===== src/rtl/alarm_clock_hms_top_defines.svh =====
// Assertion macros shared by the alarm clock RTL.
`ifndef ALARM_CLOCK_HMS_TOP_DEFINES_SVH
`define ALARM_CLOCK_HMS_TOP_DEFINES_SVH

// Same-cycle implication, disabled while in reset.
`define ACHMS_ASSERT_NOW(label, clk, rst_n, ante, cons) \
    label: assert property (@(posedge clk) disable iff (!rst_n) (ante) |-> (cons)) \
        else $error("alarm clock assertion failed");

// Next-cycle implication, disabled while in reset.
`define ACHMS_ASSERT_NEXT(label, clk, rst_n, ante, cons) \
    label: assert property (@(posedge clk) disable iff (!rst_n) (ante) |=> (cons)) \
        else $error("alarm clock assertion failed");

`endif


===== src/rtl/achms_pkg.sv =====
// Types, constants and helper functions for the alarm clock.
package achms_pkg;

    localparam logic [6:0] MINUTES_PER_HOUR = 7'd60;
    localparam logic [5:0] HOURS_PER_DAY    = 6'd24;
    localparam logic [6:0] SECS_PER_MIN     = 7'd60;

    typedef enum logic [2:0] {
        ACT_TICK      = 3'd0,
        ACT_MODE      = 3'd1,
        ACT_MINUTE    = 3'd2,
        ACT_HOUR      = 3'd3,
        ACT_LOAD      = 3'd4
    } action_t;

    typedef enum logic [1:0] {
        MODE_CLOCK     = 2'd0,
        MODE_SET_TIME  = 2'd1,
        MODE_SET_ALARM = 2'd2
    } mode_t;

    typedef struct packed {
        action_t    action;
        logic [4:0] load_hours;
        logic [5:0] load_mins;
        logic [5:0] load_secs;
    } item_t;

    typedef struct packed {
        logic [5:0] cur_secs;
        logic [5:0] cur_mins;
        logic [4:0] cur_hours;
        logic       valid_flag;
        mode_t      mode;
        logic [5:0] edit_mins;
        logic [4:0] edit_hours;
        logic [5:0] alarm_mins;
        logic [4:0] alarm_hours;
        logic       armed_flag;
        logic       sound_flag;
    } state_t;

    typedef struct packed {
        logic [4:0] show_hours;
        logic [5:0] show_mins;
        logic [5:0] show_secs;
        logic [1:0] show_mode;
        logic       sound_active;
        logic       alarm_armed;
        logic       time_valid;
    } result_t;

    // Increment with wrap to zero at limit.
    function automatic logic [5:0] bump6(input logic [5:0] v, input logic [6:0] limit);
        logic [6:0] n;
        n = {1'b0, v} + 7'd1;
        return (n >= limit) ? 6'd0 : n[5:0];
    endfunction

    function automatic logic [4:0] bump5(input logic [4:0] v, input logic [5:0] limit);
        logic [5:0] n;
        n = {1'b0, v} + 6'd1;
        return (n >= limit) ? 5'd0 : n[4:0];
    endfunction

    // Out-of-range load values are stored as zero.
    function automatic logic [5:0] fit6(input logic [5:0] v, input logic [6:0] limit);
        return ({1'b0, v} >= limit) ? 6'd0 : v;
    endfunction

    function automatic logic [4:0] fit5(input logic [4:0] v, input logic [5:0] limit);
        return ({1'b0, v} >= limit) ? 5'd0 : v;
    endfunction

endpackage


===== src/rtl/achms_req_if.sv =====
// Request channel: one clock event with its load values.
interface achms_req_if;
    logic       valid;
    logic       ready;
    logic [2:0] action;
    logic [4:0] load_hours;
    logic [5:0] load_mins;
    logic [5:0] load_secs;

    modport source (output valid, output action, output load_hours, output load_mins,
                    output load_secs, input ready);
    modport sink   (input valid, input action, input load_hours, input load_mins,
                    input load_secs, output ready);
endinterface

// Response channel: display and flags after one request.
interface achms_rsp_if;
    logic       valid;
    logic       ready;
    logic [4:0] show_hours;
    logic [5:0] show_mins;
    logic [5:0] show_secs;
    logic [1:0] show_mode;
    logic       sound_active;
    logic       alarm_armed;
    logic       time_valid;

    modport source (output valid, output show_hours, output show_mins, output show_secs,
                    output show_mode, output sound_active, output alarm_armed,
                    output time_valid, input ready);
    modport sink   (input valid, input show_hours, input show_mins, input show_secs,
                    input show_mode, input sound_active, input alarm_armed,
                    input time_valid, output ready);
endinterface


===== src/rtl/achms_step.sv =====
// Next-state and display logic for one clock event.
module achms_step (
    input  achms_pkg::item_t   item,
    input  achms_pkg::state_t  state,
    output achms_pkg::state_t  state_next,
    output achms_pkg::result_t result
);

    logic tick_run;
    logic alarm_hit;

    assign tick_run  = (state.mode == achms_pkg::MODE_CLOCK) && state.valid_flag;
    assign alarm_hit = state.armed_flag && (state.alarm_hours == state.cur_hours)
                       && (state.alarm_mins == state.cur_mins);

    always_comb
    begin
        state_next = state;
        case (item.action)
            achms_pkg::ACT_TICK:
            begin
                if (tick_run)
                begin
                    // alarm compare uses the time before the advance
                    if (alarm_hit)
                    begin
                        state_next.armed_flag = 1'b0;
                        state_next.sound_flag = 1'b1;
                    end
                    state_next.cur_secs = achms_pkg::bump6(state.cur_secs,
                                                           achms_pkg::SECS_PER_MIN);
                    if (state_next.cur_secs == 6'd0)
                    begin
                        state_next.cur_mins = achms_pkg::bump6(state.cur_mins,
                                                               achms_pkg::MINUTES_PER_HOUR);
                        if (state_next.cur_mins == 6'd0)
                        begin
                            state_next.cur_hours = achms_pkg::bump5(state.cur_hours,
                                                                    achms_pkg::HOURS_PER_DAY);
                        end
                    end
                end
            end
            achms_pkg::ACT_MODE:
            begin
                if (state.sound_flag)
                begin
                    state_next.sound_flag = 1'b0;
                end
                else
                begin
                    case (state.mode)
                        achms_pkg::MODE_CLOCK:
                        begin
                            state_next.edit_mins  = state.cur_mins;
                            state_next.edit_hours = state.cur_hours;
                            state_next.mode       = achms_pkg::MODE_SET_TIME;
                        end
                        achms_pkg::MODE_SET_TIME:
                        begin
                            state_next.cur_mins   = state.edit_mins;
                            state_next.cur_hours  = state.edit_hours;
                            state_next.cur_secs   = 6'd0;
                            state_next.valid_flag = 1'b1;
                            state_next.edit_mins  = 6'd0;
                            state_next.edit_hours = 5'd0;
                            state_next.mode       = achms_pkg::MODE_SET_ALARM;
                        end
                        achms_pkg::MODE_SET_ALARM:
                        begin
                            state_next.alarm_mins  = state.edit_mins;
                            state_next.alarm_hours = state.edit_hours;
                            state_next.armed_flag  = 1'b1;
                            state_next.mode        = achms_pkg::MODE_CLOCK;
                        end
                        default:
                        begin
                            state_next.mode = achms_pkg::MODE_CLOCK;
                        end
                    endcase
                end
            end
            achms_pkg::ACT_MINUTE:
            begin
                if (state.mode != achms_pkg::MODE_CLOCK)
                begin
                    state_next.edit_mins = achms_pkg::bump6(state.edit_mins,
                                                            achms_pkg::MINUTES_PER_HOUR);
                end
            end
            achms_pkg::ACT_HOUR:
            begin
                if (state.mode != achms_pkg::MODE_CLOCK)
                begin
                    state_next.edit_hours = achms_pkg::bump5(state.edit_hours,
                                                             achms_pkg::HOURS_PER_DAY);
                end
            end
            achms_pkg::ACT_LOAD:
            begin
                state_next.cur_hours  = achms_pkg::fit5(item.load_hours,
                                                        achms_pkg::HOURS_PER_DAY);
                state_next.cur_mins   = achms_pkg::fit6(item.load_mins,
                                                        achms_pkg::MINUTES_PER_HOUR);
                state_next.cur_secs   = achms_pkg::fit6(item.load_secs,
                                                        achms_pkg::SECS_PER_MIN);
                state_next.valid_flag = 1'b1;
            end
            default:
            begin
                state_next = state;
            end
        endcase
    end

    // display follows the updated state
    always_comb
    begin
        if (state_next.mode == achms_pkg::MODE_CLOCK)
        begin
            result.show_hours = state_next.cur_hours;
            result.show_mins  = state_next.cur_mins;
            result.show_secs  = state_next.cur_secs;
        end
        else
        begin
            result.show_hours = state_next.edit_hours;
            result.show_mins  = state_next.edit_mins;
            result.show_secs  = 6'd0;
        end
        result.show_mode    = state_next.mode;
        result.sound_active = state_next.sound_flag;
        result.alarm_armed  = state_next.armed_flag;
        result.time_valid   = state_next.valid_flag;
    end

endmodule


===== src/rtl/alarm_clock_hms_top.sv =====
// Top level of the event-driven 24-hour alarm clock.
// A request is held in the request register, then passes through the state update into the response register.
// Throughput: one request per cycle while the response is not stalled, set by the
// combinational state update between the request register and the response register.
// A stalled response holds the response register; the request register takes one more.
// Reset (rst_n low, asynchronous): time 0:00:00, clock mode, flags clear, both stages empty.
`include "alarm_clock_hms_top_defines.svh"

module alarm_clock_hms_top (
    input  logic              clk,
    input  logic              rst_n,
    achms_req_if.sink         req,
    achms_rsp_if.source       rsp
);

    // request stage
    logic                s1_valid_reg;
    achms_pkg::item_t    item_reg;

    // clock state and response stage
    achms_pkg::state_t   state_reg;
    achms_pkg::state_t   state_next;
    logic                rsp_valid_reg;
    achms_pkg::result_t  result_reg;
    achms_pkg::result_t  result_next;

    logic                req_take;
    logic                advance;

    // the request stage moves on when the response register is empty or being drained
    assign advance  = s1_valid_reg && (!rsp_valid_reg || rsp.ready);
    assign req.ready = !s1_valid_reg || advance;
    assign req_take = req.valid && req.ready;

    achms_step u_step (
        .item       (item_reg),
        .state      (state_reg),
        .state_next (state_next),
        .result     (result_next)
    );

    always_ff @(posedge clk or negedge rst_n)
    begin
        if (!rst_n)
        begin
            s1_valid_reg <= 1'b0;
        end
        else if (req_take)
        begin
            s1_valid_reg <= 1'b1;
        end
        else if (advance)
        begin
            s1_valid_reg <= 1'b0;
        end
    end

    always_ff @(posedge clk)
    begin
        if (req_take)
        begin
            item_reg.action     <= achms_pkg::action_t'(req.action);
            item_reg.load_hours <= req.load_hours;
            item_reg.load_mins  <= req.load_mins;
            item_reg.load_secs  <= req.load_secs;
        end
    end

    // time, mode and alarm state commit with each request that moves on
    always_ff @(posedge clk or negedge rst_n)
    begin
        if (!rst_n)
        begin
            state_reg <= '{cur_secs: 6'd0, cur_mins: 6'd0, cur_hours: 5'd0,
                           valid_flag: 1'b0, mode: achms_pkg::MODE_CLOCK,
                           edit_mins: 6'd0, edit_hours: 5'd0,
                           alarm_mins: 6'd0, alarm_hours: 5'd0,
                           armed_flag: 1'b0, sound_flag: 1'b0};
        end
        else if (advance)
        begin
            state_reg <= state_next;
        end
    end

    always_ff @(posedge clk or negedge rst_n)
    begin
        if (!rst_n)
        begin
            rsp_valid_reg <= 1'b0;
        end
        else if (advance)
        begin
            rsp_valid_reg <= 1'b1;
        end
        else if (rsp.ready)
        begin
            rsp_valid_reg <= 1'b0;
        end
    end

    always_ff @(posedge clk)
    begin
        if (advance)
        begin
            result_reg <= result_next;
        end
    end

    assign rsp.valid        = rsp_valid_reg;
    assign rsp.show_hours   = result_reg.show_hours;
    assign rsp.show_mins    = result_reg.show_mins;
    assign rsp.show_secs    = result_reg.show_secs;
    assign rsp.show_mode    = result_reg.show_mode;
    assign rsp.sound_active = result_reg.sound_active;
    assign rsp.alarm_armed  = result_reg.alarm_armed;
    assign rsp.time_valid   = result_reg.time_valid;

    // state only changes when a request moves into the response register
    `ACHMS_ASSERT_NEXT(a_state_held, clk, rst_n, !advance, $stable(state_reg))
    // once valid, the time stays valid
    `ACHMS_ASSERT_NEXT(a_valid_sticky, clk, rst_n, state_reg.valid_flag, state_reg.valid_flag)
    // the alarm only starts ringing on a tick
    `ACHMS_ASSERT_NEXT(a_sound_on_tick, clk, rst_n,
                       !advance || (item_reg.action != achms_pkg::ACT_TICK),
                       !$rose(state_reg.sound_flag))
    // every request that moves on shows up as a response
    `ACHMS_ASSERT_NEXT(a_rsp_loaded, clk, rst_n, advance, rsp_valid_reg)

endmodule

===== src/flat_wrapper.sv =====
// flat-port wrapper written by rule: the top's interface ports become plain ports
module alarm_clock_hms_top_flat 
  (clk, rst_n, req_valid, req_action, req_load_hours, req_load_mins, req_load_secs, req_ready, rsp_valid, rsp_show_hours, rsp_show_mins, rsp_show_secs, rsp_show_mode, rsp_sound_active, rsp_alarm_armed, rsp_time_valid, rsp_ready);
  achms_req_if req_i ();
  achms_rsp_if rsp_i ();
  input  logic clk;
  input  logic rst_n;
  input wire logic [$bits(req_i.valid)-1:0] req_valid;
  input wire logic [$bits(req_i.action)-1:0] req_action;
  input wire logic [$bits(req_i.load_hours)-1:0] req_load_hours;
  input wire logic [$bits(req_i.load_mins)-1:0] req_load_mins;
  input wire logic [$bits(req_i.load_secs)-1:0] req_load_secs;
  output wire logic [$bits(req_i.ready)-1:0] req_ready;
  output wire logic [$bits(rsp_i.valid)-1:0] rsp_valid;
  output wire logic [$bits(rsp_i.show_hours)-1:0] rsp_show_hours;
  output wire logic [$bits(rsp_i.show_mins)-1:0] rsp_show_mins;
  output wire logic [$bits(rsp_i.show_secs)-1:0] rsp_show_secs;
  output wire logic [$bits(rsp_i.show_mode)-1:0] rsp_show_mode;
  output wire logic [$bits(rsp_i.sound_active)-1:0] rsp_sound_active;
  output wire logic [$bits(rsp_i.alarm_armed)-1:0] rsp_alarm_armed;
  output wire logic [$bits(rsp_i.time_valid)-1:0] rsp_time_valid;
  input wire logic [$bits(rsp_i.ready)-1:0] rsp_ready;
  assign req_i.valid = req_valid;
  assign req_i.action = req_action;
  assign req_i.load_hours = req_load_hours;
  assign req_i.load_mins = req_load_mins;
  assign req_i.load_secs = req_load_secs;
  assign req_ready = req_i.ready;
  assign rsp_valid = rsp_i.valid;
  assign rsp_show_hours = rsp_i.show_hours;
  assign rsp_show_mins = rsp_i.show_mins;
  assign rsp_show_secs = rsp_i.show_secs;
  assign rsp_show_mode = rsp_i.show_mode;
  assign rsp_sound_active = rsp_i.sound_active;
  assign rsp_alarm_armed = rsp_i.alarm_armed;
  assign rsp_time_valid = rsp_i.time_valid;
  assign rsp_i.ready = rsp_ready;
  alarm_clock_hms_top u_core (.clk(clk), .rst_n(rst_n), .req(req_i), .rsp(rsp_i));
endmodule

===== config.mk =====
export PLATFORM = sky130hd
export DESIGN_NAME = alarm_clock_hms_top_flat
export DESIGN_NICKNAME = d
export VERILOG_FILES = /design/src/rtl/achms_pkg.sv /design/src/rtl/achms_req_if.sv /design/src/rtl/achms_step.sv /design/src/rtl/alarm_clock_hms_top.sv /design/src/flat_wrapper.sv
export VERILOG_INCLUDE_DIRS = /design/src /design/src/rtl
export SDC_FILE = /design/constraint.sdc
export NUM_CORES = 1
export LEC_CHECK = 0
export BUFFER_PORTS_ARGS = -buffer_cell sky130_fd_sc_hd__buf_2
export CORE_UTILIZATION = 55
export DETAILED_ROUTE_END_ITERATION = 8
export HOLD_SLACK_MARGIN = 0.06
export PLACE_DENSITY_LB_ADDON = 0.15
export REMOVE_ABC_BUFFERS = 1
export SLEW_MARGIN = 20
export SYNTH_ARGS = -nofsm -noshare
export SYNTH_HDL_FRONTEND = slang
export SYNTH_HIERARCHICAL = 1
export SYNTH_SLANG_ARGS = --single-unit

===== constraint.sdc =====
create_clock -name clk -period 3.5 [get_ports clk]
set_input_delay 0.525 -clock clk [delete_from_list [all_inputs] [get_ports clk]]
set_output_delay 0.525 -clock clk [all_outputs]
set_load 0.02 [all_outputs]

After elaboration in Yosys (flattened, before gate mapping)
Cells that the tools add are included.
- divide/modulo/power cells: 0
- multipliers: 0
- reductions and logical operators: 18
- bitwise operators: 1
- equality and inequality tests: 8
- muxes and demuxes: 31
- $add $sub $neg: 5
- magnitude comparators: 8
- shifts and indexed selects: 0
- operators with widths (operator ; count):
    case mux 17 bit (3 select lines) ; 1
    2-to-1 mux 43 bit ; 1
    2-to-1 mux 6 bit ; 6
    2-to-1 mux 17 bit ; 2
    2-to-1 mux 5 bit ; 5
    case mux 11 bit (2 select lines) ; 1
    adder 6 x 1 -> 7 bit (second input constant) ; 3
    >= comparator 7 x 6 -> 1 bit (second input constant) ; 3
    2-to-1 mux 18 bit ; 1
    adder 5 x 1 -> 6 bit (second input constant) ; 2
    >= comparator 6 x 5 -> 1 bit (second input constant) ; 2
    >= comparator 6 bit (second input constant) ; 2
    logical NOT 6 bit ; 2
    2-to-1 mux 12 bit ; 1
    case mux 6 bit (2 select lines) ; 1
    2-to-1 mux 11 bit ; 1
    case mux 5 bit (2 select lines) ; 1
    case mux 2 bit (2 select lines) ; 2
    equality test 3 x 2 -> 1 bit (second input constant) ; 2
    equality test 6 bit ; 1
    2-to-1 mux 2 bit ; 3
    nonzero test 2 bit ; 3
    equality test 5 bit ; 1
    >= comparator 5 bit (second input constant) ; 1
    other kinds (13) ; 23
- RAM bits: 0
- memory bits (read-only): 0
- register bits after elaboration: 88
- memories: 0
- output and inout bits: 24
- input bits: 24
- bits in latches: 0
- word-level logic and storage cells: 95

Longest topological paths before layout
Gate-level depths: netlist of the first run.
- depth in word-level cells: 9
- mapped depth: 12
- gate-level depth less buffers: 9

Hierarchy
The synthesis of the first run kept the hierarchy.
- by module, submodules not included (module ; cells each ; seq. area each (µm²) ; instances ; area each (µm²)):
    alarm_clock_hms_top ; 143 ; 2412.3 ; 1 ; 3154.3
    achms_step ; 423 ; 0.0 ; 1 ; 2691.3

Worst setup path after synthesis of the first run
Ideal clock, no wire load.
- path type: flip-flop to flip-flop
- from: reg u_core/state_reg[38] (netlist bit)
- to: reg u_core.result_reg, in the netlist u_core/rsp.show_mins[5], data pin
- library setup time: 260 ps
- clock period less this slack: 2737 ps
- data required time: 3240 ps
- arrival: 2477 ps
- buffers on the path: 0
- cell stages (with the launch flop): 9
- setup slack: 763 ps
- cells stage by stage: dfrtp_1 > ha_1 > nor3b_2 > or4b_1 > nand3_1 > a32oi_2 > o311a_1 > o32a_1 > mux2_2
- RTL lines (item ; line ; text):
    start, declared ; alarm_clock_hms_top.sv:21 ; achms_pkg::state_t state_reg;
    start signal, assigned ; alarm_clock_hms_top.sv:74 ; state_reg <= '{cur_secs: 6'd0, cur_mins: 6'd0, cur_hours: 5'd0,
    start signal, assigned ; alarm_clock_hms_top.sv:82 ; state_reg <= state_next;
    end signal, assigned ; alarm_clock_hms_top.sv:106 ; result_reg <= result_next;
    end, declared ; alarm_clock_hms_top.sv:24 ; achms_pkg::result_t result_reg;

==> metrics.cfg, run 1 <==
[synthesis]
synth.yosys.warnings=6
yosysUniqueCellTypes=75
syn_area_per_cell_um2=10.3
netlist_area_mm2=0.00585
synth-seq-area-share_pct=41.3
synth_edf_count=42
netlist_top_cells_area=edfxtp_1 (22%), dfrtp_1 (20%), mux2_4 (10%)
yosysMostFrequentCell=dfrtp_1
synthTopCellsByCount=dfrtp_1 (46), nand2_1 (43), edfxtp_1 (42), mux2_4 (40), a21oi_1 (32)
async_flop_share_pct=52.3
synthCells=566
synth_ff_type=dfrtp_1
yosys.area.top_type=edfxtp_1
synth_top_area_share_pct=21.6
ys_seq_elements=88

[clocking]
cts_root_buf=clkbuf_8
cts.repair.resized=0
cts_tree=done
cts_sinks=88
hold_buffers=0
path_clk_slew_ns=0.09
numCtsBuffers=9
clk_path_buf_depth=2
clk_latency_ns=0.37
cts.htree.levels=3
post_cts_buffers=0

[floorplanning]
core_area_mm2=0.0103
die_width_um=105
initial_utilization_pct=56.6
pin_count=48
rows=37
die_h_um=105
die-area_mm2=0.0110

[pwr]
pwr-share-clk_pct=15.7
power_density_mw_per_mm2=730
power.switching_mw=1.91
pwr-share-seq_pct=42.0
switching_share_pct=41.6
combPwrFrac_pct=42.3
intPower_mw=2.69
power.leakage_nw=2.65
vdd_drop_max_v=0.000399

[finish]
largest_register_ffs=44
fin_area_mm2=0.00630
multi_input_area_mm2=0.00312
num_antenna_cells=0
seqCellArea_mm2=0.00241
layout.nets=618
area_growth_syn_to_layout_pct=7.77
nFillCells=856
drive_above_1_share_pct=26.0

[global_route]
busiest_layer=met2
grt_pass1_wl_um=24100
grt_pass1_vias=4463
grt_max_degree=31
use_met3_pct=4.05
grt_antenna_before_repair=0
grt_use_total_pct=28.2
met1_usage_pct=38.2
grt_remaining_overflow=0
grt_use_met2_pct=45.5

[detailed_routing]
dr.pass1.iters=8
num_vias=4655
drtIter0Drc=321
route.detailed.drc=0
drtAntennaViolNets=0
via_per_inst=6.39
drt_wl_total_um=15000
wl_per_cell_um=20.6

[worst_setup_path]
r2r_cells=9
worstReg2RegEnd=u_core/state_reg[27]
cp_cell_sequence=ha_1 -> nor3_1 -> a31oi_1 -> a2111oi_0 -> o21ai_0 -> or2_1 -> and3_1 -> or2_1 -> mux2_4
rrSetupSlack_ns=0.28
required_ns=3.75
cp_common_cell=or2_1
cp_num_buf_inv=0
slowest_stage=dfrtp_1
cp-start-kind=flop
reg2reg_from=u_core/state_reg[32]
critPathTopFamily=simple AND/OR/NAND/NOR gates
worstSetupPathType=reg2reg
worstPathArrival_ns=3.47
critPathCaptureType=flop
crit_fanout=14
cpPeakStageDelay_ns=0.50

[worst_hold_path]
hp-class=in2async

[outcome]
status=finished, final reports clean

[timing]
setup_tns_ns=0
worstMarginPinSlew_ns=0.990
finalSetupViolCount=0
fmax_ghz=0.310
report.final.hold_viol_count=0
slew_headroom_pct=34.0
post-route-min-period_ns=3.22
slew_violations=0
finalClockSkew_ns=0.0111
grt_setup_unrepaired=no
fin_crit_sh_pct=92.0

[placement]
io_buffers=47
gp_routability_congestion=0.936
dp_hpwl_um=10400
place_area_mm2=0.00610

[job]
maxCapViolations=0

[how the worst max path moves through the flow]
stage	start	end	slack (ns)	cells after the start
after floorplan	u_core/item_reg[19]	u_core/rsp.show_mins[2]	0.65	7
after global placement	u_core/state_reg[39]	u_core/state_reg[27]	0.44	9
after detailed placement	u_core/state_reg[39]	u_core/state_reg[27]	0.40	9
after CTS	u_core/state_reg[39]	u_core/state_reg[27]	0.38	9
after global routing	u_core/state_reg[32]	u_core/state_reg[27]	0.09	9
final	u_core/state_reg[32]	u_core/state_reg[27]	0.28	9
[cells in the final DEF (no fill, tap or decap), types with 9 or more instances in the layout]
cell type,synthesis,routed
nand3_1,12,12
nand2_1,43,43
mux2_2,22,22
clkbuf_8,0,9
a21oi_1,32,32
nand2b_1,10,10
inv_1,16,16
nor3_1,13,13
dfrtp_1,46,46
o21ai_0,29,29
mux2_4,40,40
buf_2,9,47
edfxtp_1,42,42
buf_4,5,14
nor2_1,23,23
and2_1,9,9
[metrics by stage]
step | hold WS, ns | power [mW] | cells | util [%] | worst slack [ns]
CTS | 0.249 | 4.58 | 728 | 61.0 | 0.377
global route | 0.281 | 4.86 | 728 | 61.0 | 0.0874
finish | 0.237 | 4.60 | 728 | 61.0 | 0.279
global placement | 0.511 | 3.81 | 712 | 59.1 | 0.443
floorplan | 0.229 | 3.21 | 515 | - | 0.649
detailed placement | 0.517 | 3.85 | 712 | 59.1 | 0.396
[power groups by stage]
stage / registers, mW / logic (mW) / clock network [mW]
final: 1.93 / 1.94 / 0.722
after global routing: 1.99 / 2.10 / 0.778
after CTS: 1.92 / 1.92 / 0.742
after detailed placement: 1.94 / 1.91 / 0
after global placement: 1.93 / 1.88 / 0
after floorplan: 1.90 / 1.31 / 0
[cell families after synthesis]
kind of cell,Yosys count,share of synthesized area [%]
fa+ha+maj,8,1.67
simple gates,167,15.6
compound gates,155,18.6
mux,65,15.0
buf+inv,67,5.33
flops,88,41.3
xor+xnor,16,2.40
[final cells by class]
type                            instances  share of cell area, %
Inverter                               16                  0.953
Clock inverter                          6                   1.07
Tap cell                              136                   2.70
Sequential cell                        88                   38.3
Clock buffer                           10                   2.03
Multi-Input combinational cell        411                   49.6
Timing Repair Buffer                   61                   5.40
[layer usage]
metal	vias to the layer above	share of wire, %
li1	2164	-
met1	2288	45
met2	174	47
met3	29	5.0
met4	0	2.6
met5	-	0
Note: power is estimated with default switching activity, not from simulation.
==> inputs of run 2 (changes only) <==
--- a/config.mk
+++ b/config.mk
@@ -11,7 +11,6 @@
 export DETAILED_ROUTE_END_ITERATION = 8
 export HOLD_SLACK_MARGIN = 0.06
 export PLACE_DENSITY_LB_ADDON = 0.15
-export REMOVE_ABC_BUFFERS = 1
 export SLEW_MARGIN = 20
 export SYNTH_ARGS = -nofsm -noshare
 export SYNTH_HDL_FRONTEND = slang
==> run 2 against run 1 <==
Against the previous run:
- clock skew is 0.00078 ns higher
- setup slack better by 0.025 ns
- non-clock buffer count increased by 1
- hold slack got worse by 0.056 ns
- largest power group unchanged
- clock power down 0.6%
- critical path depth unchanged
- register-to-register slack gained 0.03 ns
- sequential power barely moved
- combinational power hardly changed
- sequential share of layout area shrank 0.068 points
==> metrics.cfg, run 2 (synthesis results as in run 1) <==
[outcome]
status=finished, final reports clean

[worst_setup_path]
worstSetupPathType=reg2reg
required_ns=3.77  ; +0.02 ns
r2r_cells=9  ; unchanged
worstPathArrival_ns=3.46  ; about the same
startpoint=u_core/state_reg[39]
slowest_stage=dfrtp_1
cp_cell_sequence=ha_1 -> nand2_1 -> or4b_1 -> nand3_1 -> a32oi_2 -> or2_1 -> and3_1 -> or2_1 -> mux2_4
cp_num_buf_inv=0  ; unchanged
reg2reg_from=u_core/state_reg[39]
critPathTopFamily=simple AND/OR/NAND/NOR gates
critPathCaptureType=flop
cpPeakStageDelay_ns=0.51  ; about the same
crit_fanout=14  ; unchanged
rrSetupSlack_ns=0.30  ; +0.03 ns
worstReg2RegEnd=u_core/state_reg[27]
cp-start-kind=flop
cp_common_cell=or2_1

[pwr]
power_density_mw_per_mm2=733  ; +0.44%
power.leakage_nw=2.67  ; +0.58%
power_mw=4.63  ; +0.62%
vdd_drop_max_v=0.000475  ; +19%

[timing]
fmax_ghz=0.313  ; +0.78%
finalClockSkew_ns=0.0119  ; +0.000777 ns
fin_crit_sh_pct=91.3  ; -0.72 points
slew_violations=0  ; unchanged
report.final.hold_viol_count=0  ; unchanged
grt_setup_unrepaired=no
finalSetupViolCount=0  ; unchanged
post-route-min-period_ns=3.20  ; -0.0251 ns
slew_headroom_pct=26.5  ; -7.5 points
setup_tns_ns=0  ; unchanged
worstMarginPinSlew_ns=1.10  ; +0.111 ns

[clocking]
cts_tree=done
clk_path_buf_depth=2  ; unchanged
cts_root_buf=clkbuf_8
numCtsBuffers=9  ; unchanged
cts.htree.levels=3  ; unchanged
cts.repair.resized=0  ; unchanged
cts_sinks=88  ; unchanged
path_clk_slew_ns=0.09  ; about the same
hold_buffers=0  ; unchanged
post_cts_buffers=0  ; unchanged
clk_latency_ns=0.39  ; +0.02 ns

[placement]
io_buffers=47  ; unchanged
dp_hpwl_um=10400  ; +0.24%
gp_routability_congestion=0.898  ; -4.1%

[finish]
largest_register_ffs=44  ; unchanged
layout_common_cells=buf_2 (47), dfrtp_1 (46), nand2_1 (43)
num_antenna_cells=0  ; unchanged
area_growth_syn_to_layout_pct=7.96
drive_above_1_share_pct=26.3  ; +0.29 points
final_util_pct=61.1  ; +0.11 points
nFillCells=855  ; -0.12%
layout.nets=619  ; +0.16%
mostFrequentLayoutCell=buf_2

[detailed_routing]
drt_wl_total_um=14900  ; -0.19%
route.detailed.drc=0  ; unchanged
drtAntennaViolNets=0  ; unchanged
dr.pass1.iters=5  ; -3
drtIter0Drc=438  ; +36%
wl_per_cell_um=20.5  ; -0.33%
num_vias=4643  ; -0.26%
via_per_inst=6.37  ; -0.39%

[global_route]
grt_max_degree=45  ; +45%
grt_pass1_vias=4446  ; -0.38%
grt_remaining_overflow=0  ; unchanged
grt_antenna_before_repair=0  ; unchanged
grt_pass1_wl_um=24200  ; +0.60%
grt_use_total_pct=28.8  ; +0.60 points

[job]
maxCapViolations=0  ; unchanged

[floorplanning]
rows=37  ; unchanged
die_width_um=105  ; unchanged
pin_count=48  ; unchanged
initial_utilization_pct=56.6  ; unchanged
core_area_mm2=0.0103  ; unchanged
die-area_mm2=0.0110  ; unchanged
die_h_um=105  ; unchanged

[synthesis]
synth_nets=597

[worst_hold_path]
hp-class=in2async

run 2: cell types whose count changed in the layout (fill, tap and decap cells not counted):
cell,change
clkbuf_1,-1
inv_6,+1
clkinv_2,+1
clkinv_4,+1
buf_4,+1
clkinvlp_4,-2
run 2: layout make-up:
cell class	count	area [µm²]	share of cell area [%]
clock buffer	9	124	1.96
clock inverter	7	75.1	1.19
inverter	16	60.1	0.952
multi-input combinational	411	3120	49.5
sequential	88	2410	38.2
tap	136	170	2.70
timing repair buffer	62	348	5.51
run 2: metal layers:
layer | vias to the layer above | global-route usage [%] | wire length, µm
li1 | 2164 | - | -
met4 | 0 | 10.4 | 322
met5 | - | 0 | 0
met1 | 2265 | 40.7 | 6840
met2 | 184 | 43.9 | 6820
met3 | 30 | 5.74 | 966
run 2: metrics by stage:
step                cell area [µm²]  instances  hold WS (ns)  worst slack [ns]
finish                         6310        729         0.181             0.304
detailed placement             6110        713         0.517             0.393
floorplan                      5850        566         0.229             0.763
global route                   6310        729         0.215            0.0963
CTS                            6310        729         0.188             0.374
global placement               6110        713         0.508             0.456
run 2: how the worst max path moves through the flow:
stage,endpoint,cells after the start,slack [ns]
global route,u_core/state_reg[27],8,0.1
floorplan,u_core/rsp.show_mins[5],8,0.76
detailed placement,u_core/state_reg[27],9,0.39
CTS,u_core/state_reg[27],9,0.37
finish,u_core/state_reg[27],9,0.30
global placement,u_core/state_reg[27],9,0.46
run 2: report_power, final:
| part | switching [mW] | internal (mW) | total (mW) |
|---|---|---|---|
| Sequential | 0.531 | 1.41 | 1.94 |
| Combinational | 1.02 | 0.950 | 1.97 |
| Clock | 0.382 | 0.336 | 0.718 |
